==> src/hdl/wegs_pkg.sv <==
// Shared constants, types and functions for the wave equation grid step block.
package wegs_pkg;

    localparam int GRID_SIZE   = 256;
    localparam int COORD_W     = $clog2(GRID_SIZE);
    localparam int ADDR_W      = 2 * COORD_W;
    localparam int HEIGHT_W    = 16;
    localparam int WORD_W      = 2 * HEIGHT_W;
    localparam int VEL_W       = 15;
    localparam int DECAY_W     = 16;
    localparam int CFG_W       = 16;
    localparam int VEL_MAX     = 16384;
    localparam int DECAY_MAX   = 32768;
    localparam int DROP_RADIUS = 4;
    localparam int DROP_SPAN   = 2 * DROP_RADIUS;
    localparam int DROP_G_W    = 11;

    // datapath widths: laplacian and leapfrog sum fit in 19 signed bits
    localparam int LAP_W   = 19;
    localparam int VAL_W   = 19;
    localparam int MUL_A_W = 19;
    localparam int MUL_B_W = 16;
    localparam int PROD_W  = MUL_A_W + MUL_B_W + 1;
    localparam int RND_W   = PROD_W - 15;

    localparam logic [1:0] OP_STEP = 2'd0;
    localparam logic [1:0] OP_DROP = 2'd1;
    localparam logic [1:0] OP_READ = 2'd2;

    localparam logic REG_VELOCITY = 1'b0;
    localparam logic REG_DECAY    = 1'b1;

    typedef struct packed {
        logic              rd_en;
        logic [ADDR_W-1:0] rd_addr_a;
        logic [ADDR_W-1:0] rd_addr_b;
        logic              wr_en;
        logic [ADDR_W-1:0] wr_addr;
        logic [WORD_W-1:0] wr_data;
    } mem_req_t;

    function automatic logic signed [HEIGHT_W-1:0] sat16(input logic signed [RND_W-1:0] x);
        logic signed [HEIGHT_W-1:0] r;
        if (x > RND_W'(32767)) begin
            r = 16'sh7fff;
        end else if (x < -RND_W'(32768)) begin
            r = 16'sh8000;
        end else begin
            r = x[HEIGHT_W-1:0];
        end
        return r;
    endfunction

    // Gaussian bump quadrant, indexed by |dy| then |dx|
    function automatic logic [DROP_G_W-1:0] drop_gain(input logic [2:0] ady,
                                                      input logic [2:0] adx);
        logic [DROP_G_W-1:0] g;
        case ({ady, adx})
            6'o00: g = 11'd1024;
            6'o01: g = 11'd797;
            6'o02: g = 11'd377;
            6'o03: g = 11'd108;
            6'o04: g = 11'd19;
            6'o10: g = 11'd797;
            6'o11: g = 11'd621;
            6'o12: g = 11'd293;
            6'o13: g = 11'd84;
            6'o14: g = 11'd15;
            6'o20: g = 11'd377;
            6'o21: g = 11'd293;
            6'o22: g = 11'd139;
            6'o23: g = 11'd40;
            6'o24: g = 11'd7;
            6'o30: g = 11'd108;
            6'o31: g = 11'd84;
            6'o32: g = 11'd40;
            6'o33: g = 11'd11;
            6'o34: g = 11'd2;
            6'o40: g = 11'd19;
            6'o41: g = 11'd15;
            6'o42: g = 11'd7;
            6'o43: g = 11'd2;
            default: g = '0;
        endcase
        return g;
    endfunction

endpackage

==> src/hdl/wegs_mul.sv <==
// Shared signed-by-unsigned multiplier with Q15 round half away from zero.
module wegs_mul
    import wegs_pkg::*;
(
    input  logic                      aclk,
    input  logic signed [MUL_A_W-1:0] mul_a,
    input  logic        [MUL_B_W-1:0] mul_b,
    output logic signed [RND_W-1:0]   mul_rnd
);

    logic signed [MUL_B_W:0]   b_s;
    logic signed [PROD_W-1:0]  prod_next;
    logic signed [PROD_W-1:0]  prod_reg;
    logic signed [PROD_W-1:0]  bias;
    logic signed [PROD_W-1:0]  biased;

    assign b_s       = $signed({1'b0, mul_b});
    assign prod_next = mul_a * b_s;

    always_ff @(posedge aclk) begin
        prod_reg <= prod_next;
    end

    // negative values round with 2^14-1 so the arithmetic shift lands away from zero
    assign bias    = prod_reg[PROD_W-1] ? PROD_W'(16383) : PROD_W'(16384);
    assign biased  = prod_reg + bias;
    assign mul_rnd = biased[PROD_W-1:15];

endmodule

==> config.mk <==
export PLATFORM = sky130hd
export DESIGN_NAME = wegs_mul
export DESIGN_NICKNAME = d
export VERILOG_FILES = /design/src/hdl/wegs_pkg.sv /design/src/hdl/wegs_mul.sv
export SDC_FILE = /design/constraint.sdc
export NUM_CORES = 1
export LEC_CHECK = 0
export BUFFER_PORTS_ARGS = -buffer_cell sky130_fd_sc_hd__buf_2
export CORE_MARGIN = 8
export CORE_UTILIZATION = 35
export DETAILED_ROUTE_END_ITERATION = 10
export PLACE_DENSITY = 0.49
export SLEW_MARGIN = 20
export SYNTH_ARGS = -nofsm -noshare
export SYNTH_HDL_FRONTEND = slang
export SYNTH_SLANG_ARGS = --single-unit
==> constraint.sdc <==
create_clock -name aclk -period 15.1 [get_ports aclk]
set_input_delay 0.755 -clock aclk [delete_from_list [all_inputs] [get_ports aclk]]
set_output_delay 0.755 -clock aclk [all_outputs]
set_load 0.02 [all_outputs]
==> results.yml <==
floorplan:
  ios: 57
  dieArea_um2: 43400
  initial_core_util_pct: 35.5
  die_w_um: 208
  core_area_um2: 36500
  die_y_um: 208
  rows: 70
critical_path:
  cp_slowest_stage_delay_ns: 0.79
  cpMostUsedCell: "fa_1"
  worstPathRequired_ns: 15.31
  startpoint_type: "primary input"
  crit_path_cell_trace: "buf_2 -> and2_1 -> inv_1 -> fa_1 -> inv_1 -> fa_1 -> fa_1 -> fa_1 -> fa_1 -> inv_1 -> fa_1 -> inv_1 -> ha_1 -> o21a_1 -> nor2_1 -> a311oi_1 -> a21oi_1 -> o31a_1 -> nor2b_1 -> xnor2_1"
  worst_path_max_delay_cell: "fa_1"
  arrival_ns: 6.54
  crit_fanout: 19
  endpoint_kind: "flip-flop"
  critical_path_class: "in2reg"
cells_and_area:
  nNetsFinal: 1905
  n_antenna_cell: 0
  area_growth_pct: 6.09
  drive_gt1_share_pct: 5.56
  final-instance-count-excl-fill: 1926
  largest_reg_flops: 36
clocking:
  clock-sinks: 36
  cts_root_buf: "clkbuf_16"
  htree_levels: 2
  path_clk_slew_ns: 0.05
  ctsResizeCount: 0
  tritoncts: "yes"
  hold_buffers: 0
  cts_made_buffers: 5
  post-cts-setup-buffers: 0
  clk_path_buf_depth: 2
drt:
  routed_wl_mm: 31.1
  antenna_left: 0
  drtIter0Drc: 267
  dr.pass1.iters: 4
  wl_per_cell_um: 16.2
  drc: 0
  routed-via-count: 9144
  post_drt_via_cell_ratio: 4.75
sta:
  finalSetupViolCount: 0
  slew_headroom_pct: 51.9
  tightestPinTransition_ns: 0.721
  slew_violations: 0
  clock.fmax_mhz: 158
  rsz0062_at_grt: "no"
  setup_tns_ns: 0
  period_minus_slack_ns: 6.33
  fin_crit_sh_pct: 41.9
  hold_viol: 0
synthesis:
  syn-cell-area_um2: 13000
  yosysWarnings: 0
  synth_edf_count: 0
  ys_async_sr_fraction_pct: 0
  ys_seq_area_share_pct: 5.56
  synth_ff_type: "dfxtp_1"
  postSynthAreaPerCell_um2: 8.95
  synth_cell_types: 57
  syn-num-nets: 1896
  ys_ff_latch: 36
  synthCells: 1448
flow_run:
  cap_viol_max_count: 0
grt:
  track_usage_pct: 15.4
  grt_start_max_net_pins: 20
  grt_pass1_vias: 10600
  antenna_found_initial: 0
  grt_pass1_wl_mm: 53.6
  overflow: 0
place:
  placed_cells: 1918
  port_buffers: 56
  dp_hpwl_mm: 26.4
  gp_congestion: 0.790
outcome:
  status: "finished, final reports clean"
worst_hold_path:
  hold_path_class: "in2reg"
-- cell type report --
type / count / area (um^2)
timing repair buffer: 56 / 280
clock buffer: 7 / 143
multi-input combinational: 974 / 10600
tap: 468 / 586
fill: 3779 / 22800
sequential: 36 / 721
inverter: 384 / 1440
clock inverter: 1 / 7.51
-- per-layer routing --
metal	wire, um	up-vias	track usage [%]
met2	18200	110	31.8
met4	567	0	2.84
met3	736	28	1.44
li1	-	4221	-
met5	0	-	0
met1	11600	4785	16.6
-- kinds of logic after synthesis --
kind of cell	count (synthesis)	share of synthesized area, %
buffers and inverters	438	12.9
and+or+nand+nor	409	14.9
adders and majority gates	412	57.6
AOI/OAI and AO/OA	95	5.17
DFF	36	5.56
muxes	1	0.0772
xor gates and xnor gates	57	3.85
-- final timing paths --
kind	startpoint	endpoint	slack [ns]	depth (start not counted)
max	mul_b[3]	prod_reg[32]$_DFF_P_	8.77	20
min	mul_a[0]	prod_reg[0]$_DFF_P_	0.96	2
-- cells in the mapped netlist, types with 3 or more instances --
cell,n,area share [%]
xor2_1,18,1.2
o21ai_0,11,0.42
dfxtp_1,36,5.6
and2_1,116,5.6
xnor2_1,39,2.6
o21a_1,6,0.35
nor2_1,24,0.70
buf_1,4,0.12
a21o_1,12,0.70
inv_1,384,11
and3_1,5,0.24
buf_2,3,0.12
fa_1,307,47
nand2_1,224,6.5
a211oi_1,4,0.23
a21oi_1,28,1.1
clkbuf_1,43,1.2
nand3_1,12,0.46
nand4_1,7,0.34
o211ai_1,3,0.17
ha_1,105,10
nor3_1,4,0.15
a21oi_2,3,0.20
o21ai_1,4,0.15
nand2b_1,4,0.19
-- worst max-delay path, delay by kind of cell --
kind | cells | cell delay (ns)
and+or+nand+nor | 3 | 0.59
AOI/OAI and AO/OA | 4 | 0.60
buffers and inverters | 5 | 0.64
xor gates and xnor gates | 1 | 0.13
adders and majority gates | 7 | 3.81
-- placed cells by master (no fill, tap or decap), types with 3 or more instances in the layout --
cell       Yosys  layout
inv_1        384     384
fa_1         307     307
nand2_1      224     224
and2_1       116     116
ha_1         105     105
buf_2          3      56
xnor2_1       39      39
dfxtp_1       36      36
a21oi_1       28      28
nor2_1        24      24
xor2_1        18      18
nand3_1       12      12
a21o_1        12      12
o21ai_0       11      11
nand4_1        7       7
o21a_1         6       6
and3_1         5       5
clkbuf_16      0       5
nand2b_1       4       4
o21ai_1        4       4
nor3_1         4       4
a211oi_1       4       4
o211ai_1       3       3
a21oi_2        3       3
-- metrics by stage --
step | hold WS [ns] | utilization [%] | setup slack (ns) | instance area (um^2)
2_1_floorplan | 0.877 | - | 8.73 | 13000
3_3_place_gp | 1.25 | 37.2 | 8.53 | 13600
3_5_place_dp | 1.25 | 37.2 | 8.46 | 13600
4_1_cts | 0.951 | 37.6 | 8.75 | 13700
5_1_grt | 0.977 | 37.6 | 8.38 | 13700
6_report | 0.960 | 37.6 | 8.77 | 13700
Power is not shown: default switching activity piles up to over one toggle a cycle in this logic, so the estimate is an artifact.
