==> src/hdl/wegs_pkg.sv <==
// Shared constants, types and functions for the wave equation grid step block.
package wegs_pkg;

    localparam int GRID_SIZE   = 256;
    localparam int COORD_W     = $clog2(GRID_SIZE);
    localparam int ADDR_W      = 2 * COORD_W;
    localparam int HEIGHT_W    = 16;
    localparam int WORD_W      = 2 * HEIGHT_W;
    localparam int VEL_W       = 15;
    localparam int DECAY_W     = 16;
    localparam int CFG_W       = 16;
    localparam int VEL_MAX     = 16384;
    localparam int DECAY_MAX   = 32768;
    localparam int DROP_RADIUS = 4;
    localparam int DROP_SPAN   = 2 * DROP_RADIUS;
    localparam int DROP_G_W    = 11;

    // datapath widths: laplacian and leapfrog sum fit in 19 signed bits
    localparam int LAP_W   = 19;
    localparam int VAL_W   = 19;
    localparam int MUL_A_W = 19;
    localparam int MUL_B_W = 16;
    localparam int PROD_W  = MUL_A_W + MUL_B_W + 1;
    localparam int RND_W   = PROD_W - 15;

    localparam logic [1:0] OP_STEP = 2'd0;
    localparam logic [1:0] OP_DROP = 2'd1;
    localparam logic [1:0] OP_READ = 2'd2;

    localparam logic REG_VELOCITY = 1'b0;
    localparam logic REG_DECAY    = 1'b1;

    typedef struct packed {
        logic              rd_en;
        logic [ADDR_W-1:0] rd_addr_a;
        logic [ADDR_W-1:0] rd_addr_b;
        logic              wr_en;
        logic [ADDR_W-1:0] wr_addr;
        logic [WORD_W-1:0] wr_data;
    } mem_req_t;

    function automatic logic signed [HEIGHT_W-1:0] sat16(input logic signed [RND_W-1:0] x);
        logic signed [HEIGHT_W-1:0] r;
        if (x > RND_W'(32767)) begin
            r = 16'sh7fff;
        end else if (x < -RND_W'(32768)) begin
            r = 16'sh8000;
        end else begin
            r = x[HEIGHT_W-1:0];
        end
        return r;
    endfunction

    // Gaussian bump quadrant, indexed by |dy| then |dx|
    function automatic logic [DROP_G_W-1:0] drop_gain(input logic [2:0] ady,
                                                      input logic [2:0] adx);
        logic [DROP_G_W-1:0] g;
        case ({ady, adx})
            6'o00: g = 11'd1024;
            6'o01: g = 11'd797;
            6'o02: g = 11'd377;
            6'o03: g = 11'd108;
            6'o04: g = 11'd19;
            6'o10: g = 11'd797;
            6'o11: g = 11'd621;
            6'o12: g = 11'd293;
            6'o13: g = 11'd84;
            6'o14: g = 11'd15;
            6'o20: g = 11'd377;
            6'o21: g = 11'd293;
            6'o22: g = 11'd139;
            6'o23: g = 11'd40;
            6'o24: g = 11'd7;
            6'o30: g = 11'd108;
            6'o31: g = 11'd84;
            6'o32: g = 11'd40;
            6'o33: g = 11'd11;
            6'o34: g = 11'd2;
            6'o40: g = 11'd19;
            6'o41: g = 11'd15;
            6'o42: g = 11'd7;
            6'o43: g = 11'd2;
            default: g = '0;
        endcase
        return g;
    endfunction

endpackage

==> src/hdl/wegs_ctrl.sv <==
// Sequencer for grid clear, leapfrog step, droplet add and cell read.
module wegs_ctrl
    import wegs_pkg::*;
(
    input  logic                       aclk,
    input  logic                       aresetn,
    input  logic                       s_tvalid,
    output logic                       s_tready,
    input  logic [1:0]                 s_opcode,
    input  logic [7:0]                 s_col,
    input  logic [7:0]                 s_row,
    output logic                       m_tvalid,
    input  logic                       m_tready,
    output logic [HEIGHT_W-1:0]        m_value,
    output logic                       m_status,
    input  logic [VEL_W-1:0]           vel_gain,
    input  logic [DECAY_W-1:0]         decay_gain,
    output mem_req_t                   mem_req,
    input  logic [WORD_W-1:0]          mem_rd_data_a,
    input  logic [WORD_W-1:0]          mem_rd_data_b,
    output logic signed [MUL_A_W-1:0]  mul_a,
    output logic        [MUL_B_W-1:0]  mul_b,
    input  logic signed [RND_W-1:0]    mul_rnd
);

    localparam logic [3:0] ST_CLEAR  = 4'd0;
    localparam logic [3:0] ST_IDLE   = 4'd1;
    localparam logic [3:0] ST_S_RD0  = 4'd2;
    localparam logic [3:0] ST_S_RD1  = 4'd3;
    localparam logic [3:0] ST_S_RD2  = 4'd4;
    localparam logic [3:0] ST_S_LAP  = 4'd5;
    localparam logic [3:0] ST_S_MUL1 = 4'd6;
    localparam logic [3:0] ST_S_ACC  = 4'd7;
    localparam logic [3:0] ST_S_MUL2 = 4'd8;
    localparam logic [3:0] ST_S_WR   = 4'd9;
    localparam logic [3:0] ST_D_RD   = 4'd10;
    localparam logic [3:0] ST_D_WR   = 4'd11;
    localparam logic [3:0] ST_R_RD   = 4'd12;
    localparam logic [3:0] ST_R_DAT  = 4'd13;
    localparam logic [3:0] ST_DONE   = 4'd14;

    localparam logic [COORD_W-1:0] LAST = COORD_W'(GRID_SIZE - 1);

    logic [3:0]                  state_reg;
    logic [COORD_W-1:0]          x_reg, y_reg;
    logic                        plane_reg;
    logic signed [HEIGHT_W-1:0]  c_reg, p_reg, l_reg, r_reg, u_reg;
    logic signed [LAP_W-1:0]     lap_reg;
    logic signed [VAL_W-1:0]     val_reg;
    logic [COORD_W-1:0]          cx_reg, cy_reg;
    logic [3:0]                  dx_reg, dy_reg;
    logic [HEIGHT_W-1:0]         res_value_reg;
    logic                        res_status_reg;
    logic                        m_valid_reg;
    logic [HEIGHT_W-1:0]         m_value_reg;
    logic                        m_status_reg;

    logic [COORD_W-1:0]          xm, xp, ym, yp;
    logic                        last_cell;
    logic [COORD_W-1:0]          x_adv, y_adv;
    logic signed [HEIGHT_W-1:0]  d_cur;
    logic signed [LAP_W-1:0]     lap_next;
    logic signed [VAL_W-1:0]     val_next;
    logic signed [HEIGHT_W-1:0]  new_h;
    logic [WORD_W-1:0]           step_word;
    logic [COORD_W-1:0]          drop_x, drop_y;
    logic [3:0]                  adx, ady;
    logic signed [DROP_G_W:0]    g_s;
    logic signed [HEIGHT_W-1:0]  drop_h0, drop_h1;
    logic                        drop_ok, read_ok;
    logic                        accept;
    logic                        result_load;

    function automatic logic signed [HEIGHT_W-1:0] half(input logic [WORD_W-1:0] w,
                                                        input logic z);
        return z ? w[WORD_W-1:HEIGHT_W] : w[HEIGHT_W-1:0];
    endfunction

    assign s_tready = (state_reg == ST_IDLE);
    assign accept   = s_tvalid && s_tready;
    assign m_tvalid = m_valid_reg;
    assign m_value  = m_value_reg;
    assign m_status = m_status_reg;

    // finished command moves into the output register once it is free
    assign result_load = (state_reg == ST_DONE) && (!m_valid_reg || m_tready);

    // toroidal neighbours
    assign xm = (x_reg == '0)  ? LAST : x_reg - 1'b1;
    assign xp = (x_reg == LAST) ? '0  : x_reg + 1'b1;
    assign ym = (y_reg == '0)  ? LAST : y_reg - 1'b1;
    assign yp = (y_reg == LAST) ? '0  : y_reg + 1'b1;

    assign last_cell = (x_reg == LAST) && (y_reg == LAST);
    assign x_adv     = (x_reg == LAST) ? '0 : x_reg + 1'b1;
    assign y_adv     = (x_reg == LAST) ? y_reg + 1'b1 : y_reg;

    assign d_cur    = half(mem_rd_data_a, plane_reg);
    assign lap_next = LAP_W'(l_reg) + LAP_W'(r_reg) + LAP_W'(u_reg) + LAP_W'(d_cur)
                    - (LAP_W'(c_reg) <<< 2);
    assign val_next = (VAL_W'(c_reg) <<< 1) - VAL_W'(p_reg) + VAL_W'(mul_rnd);
    assign new_h    = sat16(mul_rnd);
    assign step_word = plane_reg ? {c_reg, new_h} : {new_h, c_reg};

    assign mul_a = (state_reg == ST_S_MUL1) ? MUL_A_W'(lap_reg) : MUL_A_W'(val_reg);
    assign mul_b = (state_reg == ST_S_MUL1) ? MUL_B_W'(vel_gain) : decay_gain;

    // droplet walker: counters 0..8 give offsets -4..4 around the centre
    assign drop_x  = cx_reg + COORD_W'(dx_reg) - COORD_W'(DROP_RADIUS);
    assign drop_y  = cy_reg + COORD_W'(dy_reg) - COORD_W'(DROP_RADIUS);
    assign adx     = (dx_reg < 4'(DROP_RADIUS)) ? 4'(DROP_RADIUS) - dx_reg
                                                : dx_reg - 4'(DROP_RADIUS);
    assign ady     = (dy_reg < 4'(DROP_RADIUS)) ? 4'(DROP_RADIUS) - dy_reg
                                                : dy_reg - 4'(DROP_RADIUS);
    assign g_s     = $signed({1'b0, drop_gain(ady[2:0], adx[2:0])});
    assign drop_h0 = sat16(RND_W'($signed(mem_rd_data_a[HEIGHT_W-1:0])) + RND_W'(g_s));
    assign drop_h1 = sat16(RND_W'($signed(mem_rd_data_a[WORD_W-1:HEIGHT_W])) + RND_W'(g_s));

    assign drop_ok = (s_col >= 8'(DROP_RADIUS)) && (s_row >= 8'(DROP_RADIUS))
                  && (32'(s_col) + DROP_RADIUS <= GRID_SIZE - 1)
                  && (32'(s_row) + DROP_RADIUS <= GRID_SIZE - 1);
    assign read_ok = (32'(s_col) < GRID_SIZE) && (32'(s_row) < GRID_SIZE);

    always_comb begin
        mem_req = '0;
        case (state_reg)
            ST_CLEAR: begin
                mem_req.wr_en   = 1'b1;
                mem_req.wr_addr = {y_reg, x_reg};
            end
            ST_S_RD0: begin
                mem_req.rd_en     = 1'b1;
                mem_req.rd_addr_a = {y_reg, x_reg};
                mem_req.rd_addr_b = {y_reg, xm};
            end
            ST_S_RD1: begin
                mem_req.rd_en     = 1'b1;
                mem_req.rd_addr_a = {y_reg, xp};
                mem_req.rd_addr_b = {ym, x_reg};
            end
            ST_S_RD2: begin
                mem_req.rd_en     = 1'b1;
                mem_req.rd_addr_a = {yp, x_reg};
                mem_req.rd_addr_b = {yp, x_reg};
            end
            ST_S_WR: begin
                mem_req.wr_en   = 1'b1;
                mem_req.wr_addr = {y_reg, x_reg};
                mem_req.wr_data = step_word;
            end
            ST_D_RD: begin
                mem_req.rd_en     = 1'b1;
                mem_req.rd_addr_a = {drop_y, drop_x};
                mem_req.rd_addr_b = {drop_y, drop_x};
            end
            ST_D_WR: begin
                mem_req.wr_en   = 1'b1;
                mem_req.wr_addr = {drop_y, drop_x};
                mem_req.wr_data = {drop_h1, drop_h0};
            end
            ST_R_RD: begin
                mem_req.rd_en     = 1'b1;
                mem_req.rd_addr_a = {y_reg, x_reg};
                mem_req.rd_addr_b = {y_reg, x_reg};
            end
            default: begin
                mem_req = '0;
            end
        endcase
    end

    always_ff @(posedge aclk) begin
        if (!aresetn) begin
            state_reg   <= ST_CLEAR;
            x_reg       <= '0;
            y_reg       <= '0;
            plane_reg   <= 1'b0;
            m_valid_reg <= 1'b0;
        end else begin
            if (result_load) begin
                m_valid_reg <= 1'b1;
            end else if (m_tready) begin
                m_valid_reg <= 1'b0;
            end
            case (state_reg)
                ST_CLEAR: begin
                    x_reg <= x_adv;
                    y_reg <= y_adv;
                    if (last_cell) begin
                        state_reg <= ST_IDLE;
                    end
                end
                ST_IDLE: begin
                    if (accept) begin
                        res_value_reg  <= '0;
                        res_status_reg <= (s_opcode == OP_DROP) && !drop_ok;
                        case (s_opcode)
                            OP_STEP: begin
                                x_reg     <= '0;
                                y_reg     <= '0;
                                state_reg <= ST_S_RD0;
                            end
                            OP_DROP: begin
                                cx_reg <= COORD_W'(s_col);
                                cy_reg <= COORD_W'(s_row);
                                dx_reg <= '0;
                                dy_reg <= '0;
                                state_reg <= drop_ok ? ST_D_RD : ST_DONE;
                            end
                            OP_READ: begin
                                x_reg     <= COORD_W'(s_col);
                                y_reg     <= COORD_W'(s_row);
                                state_reg <= read_ok ? ST_R_RD : ST_DONE;
                            end
                            default: begin
                                state_reg <= ST_DONE;
                            end
                        endcase
                    end
                end
                ST_S_RD0: begin
                    state_reg <= ST_S_RD1;
                end
                ST_S_RD1: begin
                    c_reg     <= half(mem_rd_data_a, plane_reg);
                    p_reg     <= half(mem_rd_data_a, !plane_reg);
                    l_reg     <= half(mem_rd_data_b, plane_reg);
                    state_reg <= ST_S_RD2;
                end
                ST_S_RD2: begin
                    r_reg     <= half(mem_rd_data_a, plane_reg);
                    u_reg     <= half(mem_rd_data_b, plane_reg);
                    state_reg <= ST_S_LAP;
                end
                ST_S_LAP: begin
                    lap_reg   <= lap_next;
                    state_reg <= ST_S_MUL1;
                end
                ST_S_MUL1: begin
                    state_reg <= ST_S_ACC;
                end
                ST_S_ACC: begin
                    val_reg   <= val_next;
                    state_reg <= ST_S_MUL2;
                end
                ST_S_MUL2: begin
                    state_reg <= ST_S_WR;
                end
                ST_S_WR: begin
                    x_reg <= x_adv;
                    y_reg <= y_adv;
                    if (last_cell) begin
                        plane_reg <= !plane_reg;
                        state_reg <= ST_DONE;
                    end else begin
                        state_reg <= ST_S_RD0;
                    end
                end
                ST_D_RD: begin
                    state_reg <= ST_D_WR;
                end
                ST_D_WR: begin
                    if (dx_reg == 4'(DROP_SPAN)) begin
                        dx_reg <= '0;
                        dy_reg <= dy_reg + 1'b1;
                        state_reg <= (dy_reg == 4'(DROP_SPAN)) ? ST_DONE : ST_D_RD;
                    end else begin
                        dx_reg    <= dx_reg + 1'b1;
                        state_reg <= ST_D_RD;
                    end
                end
                ST_R_RD: begin
                    state_reg <= ST_R_DAT;
                end
                ST_R_DAT: begin
                    res_value_reg <= half(mem_rd_data_a, plane_reg);
                    state_reg     <= ST_DONE;
                end
                ST_DONE: begin
                    if (result_load) begin
                        m_value_reg  <= res_value_reg;
                        m_status_reg <= res_status_reg;
                        state_reg    <= ST_IDLE;
                    end
                end
                default: begin
                    state_reg <= ST_IDLE;
                end
            endcase
        end
    end

    a_accept_leaves_idle: assert property (@(posedge aclk) disable iff (!aresetn)
        accept |=> (state_reg != ST_IDLE))
        else $error("accepted command did not start");

    a_plane_flip_at_step_end: assert property (@(posedge aclk) disable iff (!aresetn)
        ($past(aresetn) && (plane_reg != $past(plane_reg))) |-> ($past(state_reg) == ST_S_WR))
        else $error("plane select changed outside the end of a step");

    a_result_from_done: assert property (@(posedge aclk) disable iff (!aresetn)
        ($past(aresetn) && m_valid_reg && !$past(m_valid_reg))
            |-> ($past(state_reg) == ST_DONE))
        else $error("result appeared without a finished command");

    a_no_rd_wr_overlap: assert property (@(posedge aclk) disable iff (!aresetn)
        !(mem_req.rd_en && mem_req.wr_en))
        else $error("grid read and write in the same cycle");

endmodule

==> config.mk <==
export PLATFORM = sky130hd
export DESIGN_NAME = wegs_ctrl
export DESIGN_NICKNAME = d
export VERILOG_FILES = /design/src/hdl/wegs_pkg.sv /design/src/hdl/wegs_ctrl.sv
export SDC_FILE = /design/constraint.sdc
export NUM_CORES = 1
export LEC_CHECK = 0
export BUFFER_PORTS_ARGS = -buffer_cell sky130_fd_sc_hd__buf_2
export CAP_MARGIN = 20
export CORE_ASPECT_RATIO = 1.5
export CORE_MARGIN = 4
export CORE_UTILIZATION = 55
export DETAILED_ROUTE_END_ITERATION = 8
export GPL_TIMING_DRIVEN = 0
export MAX_ROUTING_LAYER = met4
export PLACE_DENSITY = 0.81
export SYNTH_ARGS = -nofsm -noshare
export SYNTH_HDL_FRONTEND = slang
export SYNTH_SLANG_ARGS = --single-unit
==> constraint.sdc <==
create_clock -name aclk -period 6.9 [get_ports aclk]
set_clock_uncertainty 0.1 [all_clocks]
set_input_delay 0.69 -clock aclk [delete_from_list [all_inputs] [get_ports aclk]]
set_output_delay 0.69 -clock aclk [all_outputs]
set_load 0.01 [all_outputs]
==> run summary <==
• finished clean — outcome
• 5730 µm² — sequential cell area in the final layout
• 272 — number of I/O port buffers
• 4 — number of antenna violations at the first check in global routing
• 74 — post-synthesis cell type count
• output pin — Critical Path Sink Type
• 6.04 — vias per std cell
• 198 — clk sink count
• 1.02 — placer's final routability congestion estimate
• 6 — number of detailed-routing iterations run before antenna repair
• 1988 — Net Count, Synth
• 0 — number of max-cap violations
• 6.62 ns — minimum clock period after layout
• 10 — largest fanout on the critical path
• 0 — Setup violations, final
• 2372 — filler cell count
• 0.172 — fraction of the mapped netlist area in compound gates
• 147 µm — Die Span X
• 0 — remaining design rule violation count
• 1.16 ns — transition time at the pin with the least slew margin
• 0.170 — area share of fa/ha/maj cells after synthesis
• 0.281 ns — Final Worst Setup Slack
• 6.11 ns — worst path required time
• 176 — number of synthesized flops with an enable pin
• 0.223 — tightest slew margin relative to the limit
• 0.00814 µW — leakage
• 14400 — vias post-DR
• 46200 µm — post-DP HPWL
• 76 — standard-cell row count
• 0 — hold buffer count at cts
• 145 nW/µm² — Power Density
• 32000 µm² — Die Outline Area
• 2 — Max Buffers Root-to-Sink
• 0.650 — post-layout utilization of the core
• 0 — Slew Viols, Final
• 0.323 ns — final-layout worst hold slack
• 9.57 µm² — post-synthesis average cell area
• 198 — register bit total from synthesis
• sky130_fd_sc_hd__ha_1 — cell type with the highest occurrence count on the critical path
• 0.357 — sequential-to-total area share from yosys stat
• 0.08 ns — CTS clk-pin slew, worst paths
• 85100 µm — global-route wire length before repair
• 1676 — Post-Syn Instances
• 23.8 µm — drt wl/cell
• 0.559 — initial core utilization
• 38 — pin count of the biggest net entering global routing
• 0 — number of synthesis warnings
• 0 ns — Fin Setup TNS
• compound AO/OA/AOI/OAI gates — largest family of logic cells by synthesized area
• 0.225 ns — minimum setup slack after placement
• 16000 µm² — Netlist Area Pre-Place
• 0.47 ns — Clk Latency, worst-skew pair
• inv_1 -> ha_1 -> mux2i_2 -> inv_2 -> ha_1 -> nor2_1 -> a211oi_1 -> a21oi_1 -> o21ai_0 -> a22o_1 -> ha_1 -> a211oi_1 -> o21a_1 -> nor3_1 -> o31ai_1 -> a21oi_1 -> a22oi_2 -> buf_2 -> o211ai_1 -> buf_2 — cell breakdown of the critical path
• 16.4% — area added between synthesis and finish
• 0.0592 — mux cell area share after synthesis
• 4 — H-tree lvl count
• 274 — number of top-level pins
• sky130_fd_sc_hd__inv_1 — dominant cell by count in the synthesized netlist
• 18000 µm² — area after detailed placement
• register to output pin — category of the critical setup timing path
• 0 — aggregate global routing overflow
• sky130_fd_sc_hd__edfxtp_1 — leading area contributor after synthesis
• sky130_fd_sc_hd__edfxtp_1 — library cell contributing the largest single delay on the critical path
• 4 — Buffers & Inverters on Critical Path
• 56800 µm — Final Routed Wirelength
• 17 — cts bufs inserted
• 9270 µm² — Multi-input gate area
• sky130_fd_sc_hd__inv_1, sky130_fd_sc_hd__edfxtp_1, sky130_fd_sc_hd__nand2_1 — synth cell count leaders
• 151 MHz — maximum operating frequency
• 0 — Hold Violations, Final
• yes — clock tree from TritonCTS
• compound AO/OA/AOI/OAI gates — category of cells accounting for the largest share of critical-path delay
• 0.0431 — parity-gate share of the synthesized area counting xor and xnor cells
• 0.330 — fraction of post-synthesis cell area in the top cell type by area
• 190 µV — worst vdd ir
• 0.202 — share of layout cells above drive strength 1
• 217 µm — die boundary height
• 1134 — Starting DRT DRC Count
• register to register — worst min-delay path category
• sky130_fd_sc_hd__edfxtp_1 — dominant register cell in the synthesized netlist
• 0.53 ns — delay of the slowest critical-path stage
• 0.132 — simple-gate portion of the synthesized area
• 5.83 ns — Critical Path AT
• sky130_fd_sc_hd__clkbuf_16 — cell chosen for the clock root
• 0 — share of async-settable or async-resettable flops after synthesis
• 2289 — number of nets in the finished design
• register — critical path startpoint category
• 0.363 — global-route usage over all layers
• sky130_fd_sc_hd__edfxtp_1, sky130_fd_sc_hd__fa_1, sky130_fd_sc_hd__ha_1 — leading cell types by total area after synthesis
• 0.959 — fraction of the cycle the final worst path needs
• 14900 — via count of the first global-routing pass
• 0 — post-detailed-route count of antenna-violating nets
• 18700 µm² — final design area excluding fillers
• 28700 µm² — core outline area
[routing by layer]
| metal | part of all wire | track usage |
|---|---|---|
| met5 | 0 | - |
| met4 | 0.068 | 0.220 |
| met3 | 0.069 | 0.0646 |
| met2 | 0.54 | 0.670 |
| met1 | 0.32 | 0.348 |
[cells in the final DEF (no fill, tap or decap), types with 10 or more instances in the layout]
master	instances
sky130_fd_sc_hd__clkbuf_1	56
sky130_fd_sc_hd__ha_1	101
sky130_fd_sc_hd__and3_1	16
sky130_fd_sc_hd__a21o_1	19
sky130_fd_sc_hd__a31oi_1	12
sky130_fd_sc_hd__o211ai_1	21
sky130_fd_sc_hd__clkbuf_16	17
sky130_fd_sc_hd__xor2_1	28
sky130_fd_sc_hd__xnor2_1	51
sky130_fd_sc_hd__a21oi_1	105
sky130_fd_sc_hd__nor2_1	103
sky130_fd_sc_hd__fa_1	73
sky130_fd_sc_hd__a22oi_1	12
sky130_fd_sc_hd__o221ai_1	20
sky130_fd_sc_hd__nand2_1	126
sky130_fd_sc_hd__nor3_1	27
sky130_fd_sc_hd__a211oi_1	17
sky130_fd_sc_hd__dfxtp_1	22
sky130_fd_sc_hd__inv_1	210
sky130_fd_sc_hd__or3_1	11
sky130_fd_sc_hd__mux2_1	29
sky130_fd_sc_hd__a22o_1	10
sky130_fd_sc_hd__mux2_2	50
sky130_fd_sc_hd__nand2b_1	19
sky130_fd_sc_hd__nor2b_1	39
sky130_fd_sc_hd__nand3_1	51
sky130_fd_sc_hd__o21a_1	14
sky130_fd_sc_hd__o21ai_0	89
sky130_fd_sc_hd__edfxtp_1	176
sky130_fd_sc_hd__buf_2	281
sky130_fd_sc_hd__o21ai_1	16
sky130_fd_sc_hd__o21bai_1	12
[final timing paths]
kind / cells past startpoint / slack, ns / startpoint / to
setup reg to reg: 15 / 2.13 / plane_reg / lap_reg[17]
hold / removal: 0 / 0.32 / res_value_reg[5] / m_value[5]
setup / recovery: 20 / 0.28 / dx_reg[0] / mem_req[5]
hold reg to reg: 0 / 0.32 / res_value_reg[5] / m_value[5]
[power breakdown]
part           switching, µW  internal, µW
Combinational            208           141
Clock                    526           517
Sequential              1.68          1310
Total                    736          1960
[per-stage QoR]
step,std cells,power [µW]
detailed placement,2345,1670
global placement,2338,1660
finish,2387,2700
CTS,2377,2690
global route,2384,2780
floorplan,1676,1540
[layout make-up]
| type | count | share of cell area |
|---|---|---|
| Clock inverter | 14 | 0.00858 |
| Timing Repair Buffer | 282 | 0.0797 |
| Clock buffer | 18 | 0.0230 |
| Multi-Input combinational cell | 1195 | 0.497 |
| Tap cell | 390 | 0.0261 |
| Inverter | 211 | 0.0424 |
| Buffer | 72 | 0.0155 |
| Sequential cell | 198 | 0.307 |
| Antenna cell | 7 | 0.000939 |
[kinds of logic after synthesis]
group	count (synthesis)
buffers and inverters	283
AO/OA/AOI/OAI	417
XOR/XNOR	79
AND/OR/NAND/NOR	440
adder cells (fa/ha/maj)	174
multiplexers	85
flip-flops	198
[what timing repair did]
action                                  in CTS  in global routing
gates resized for setup                      1                  2
setup buffers                                0                  3
endpoints found under the setup margin      10                 28
gates cloned                                 0                  0
Note: power is estimated with default switching activity, not from simulation.
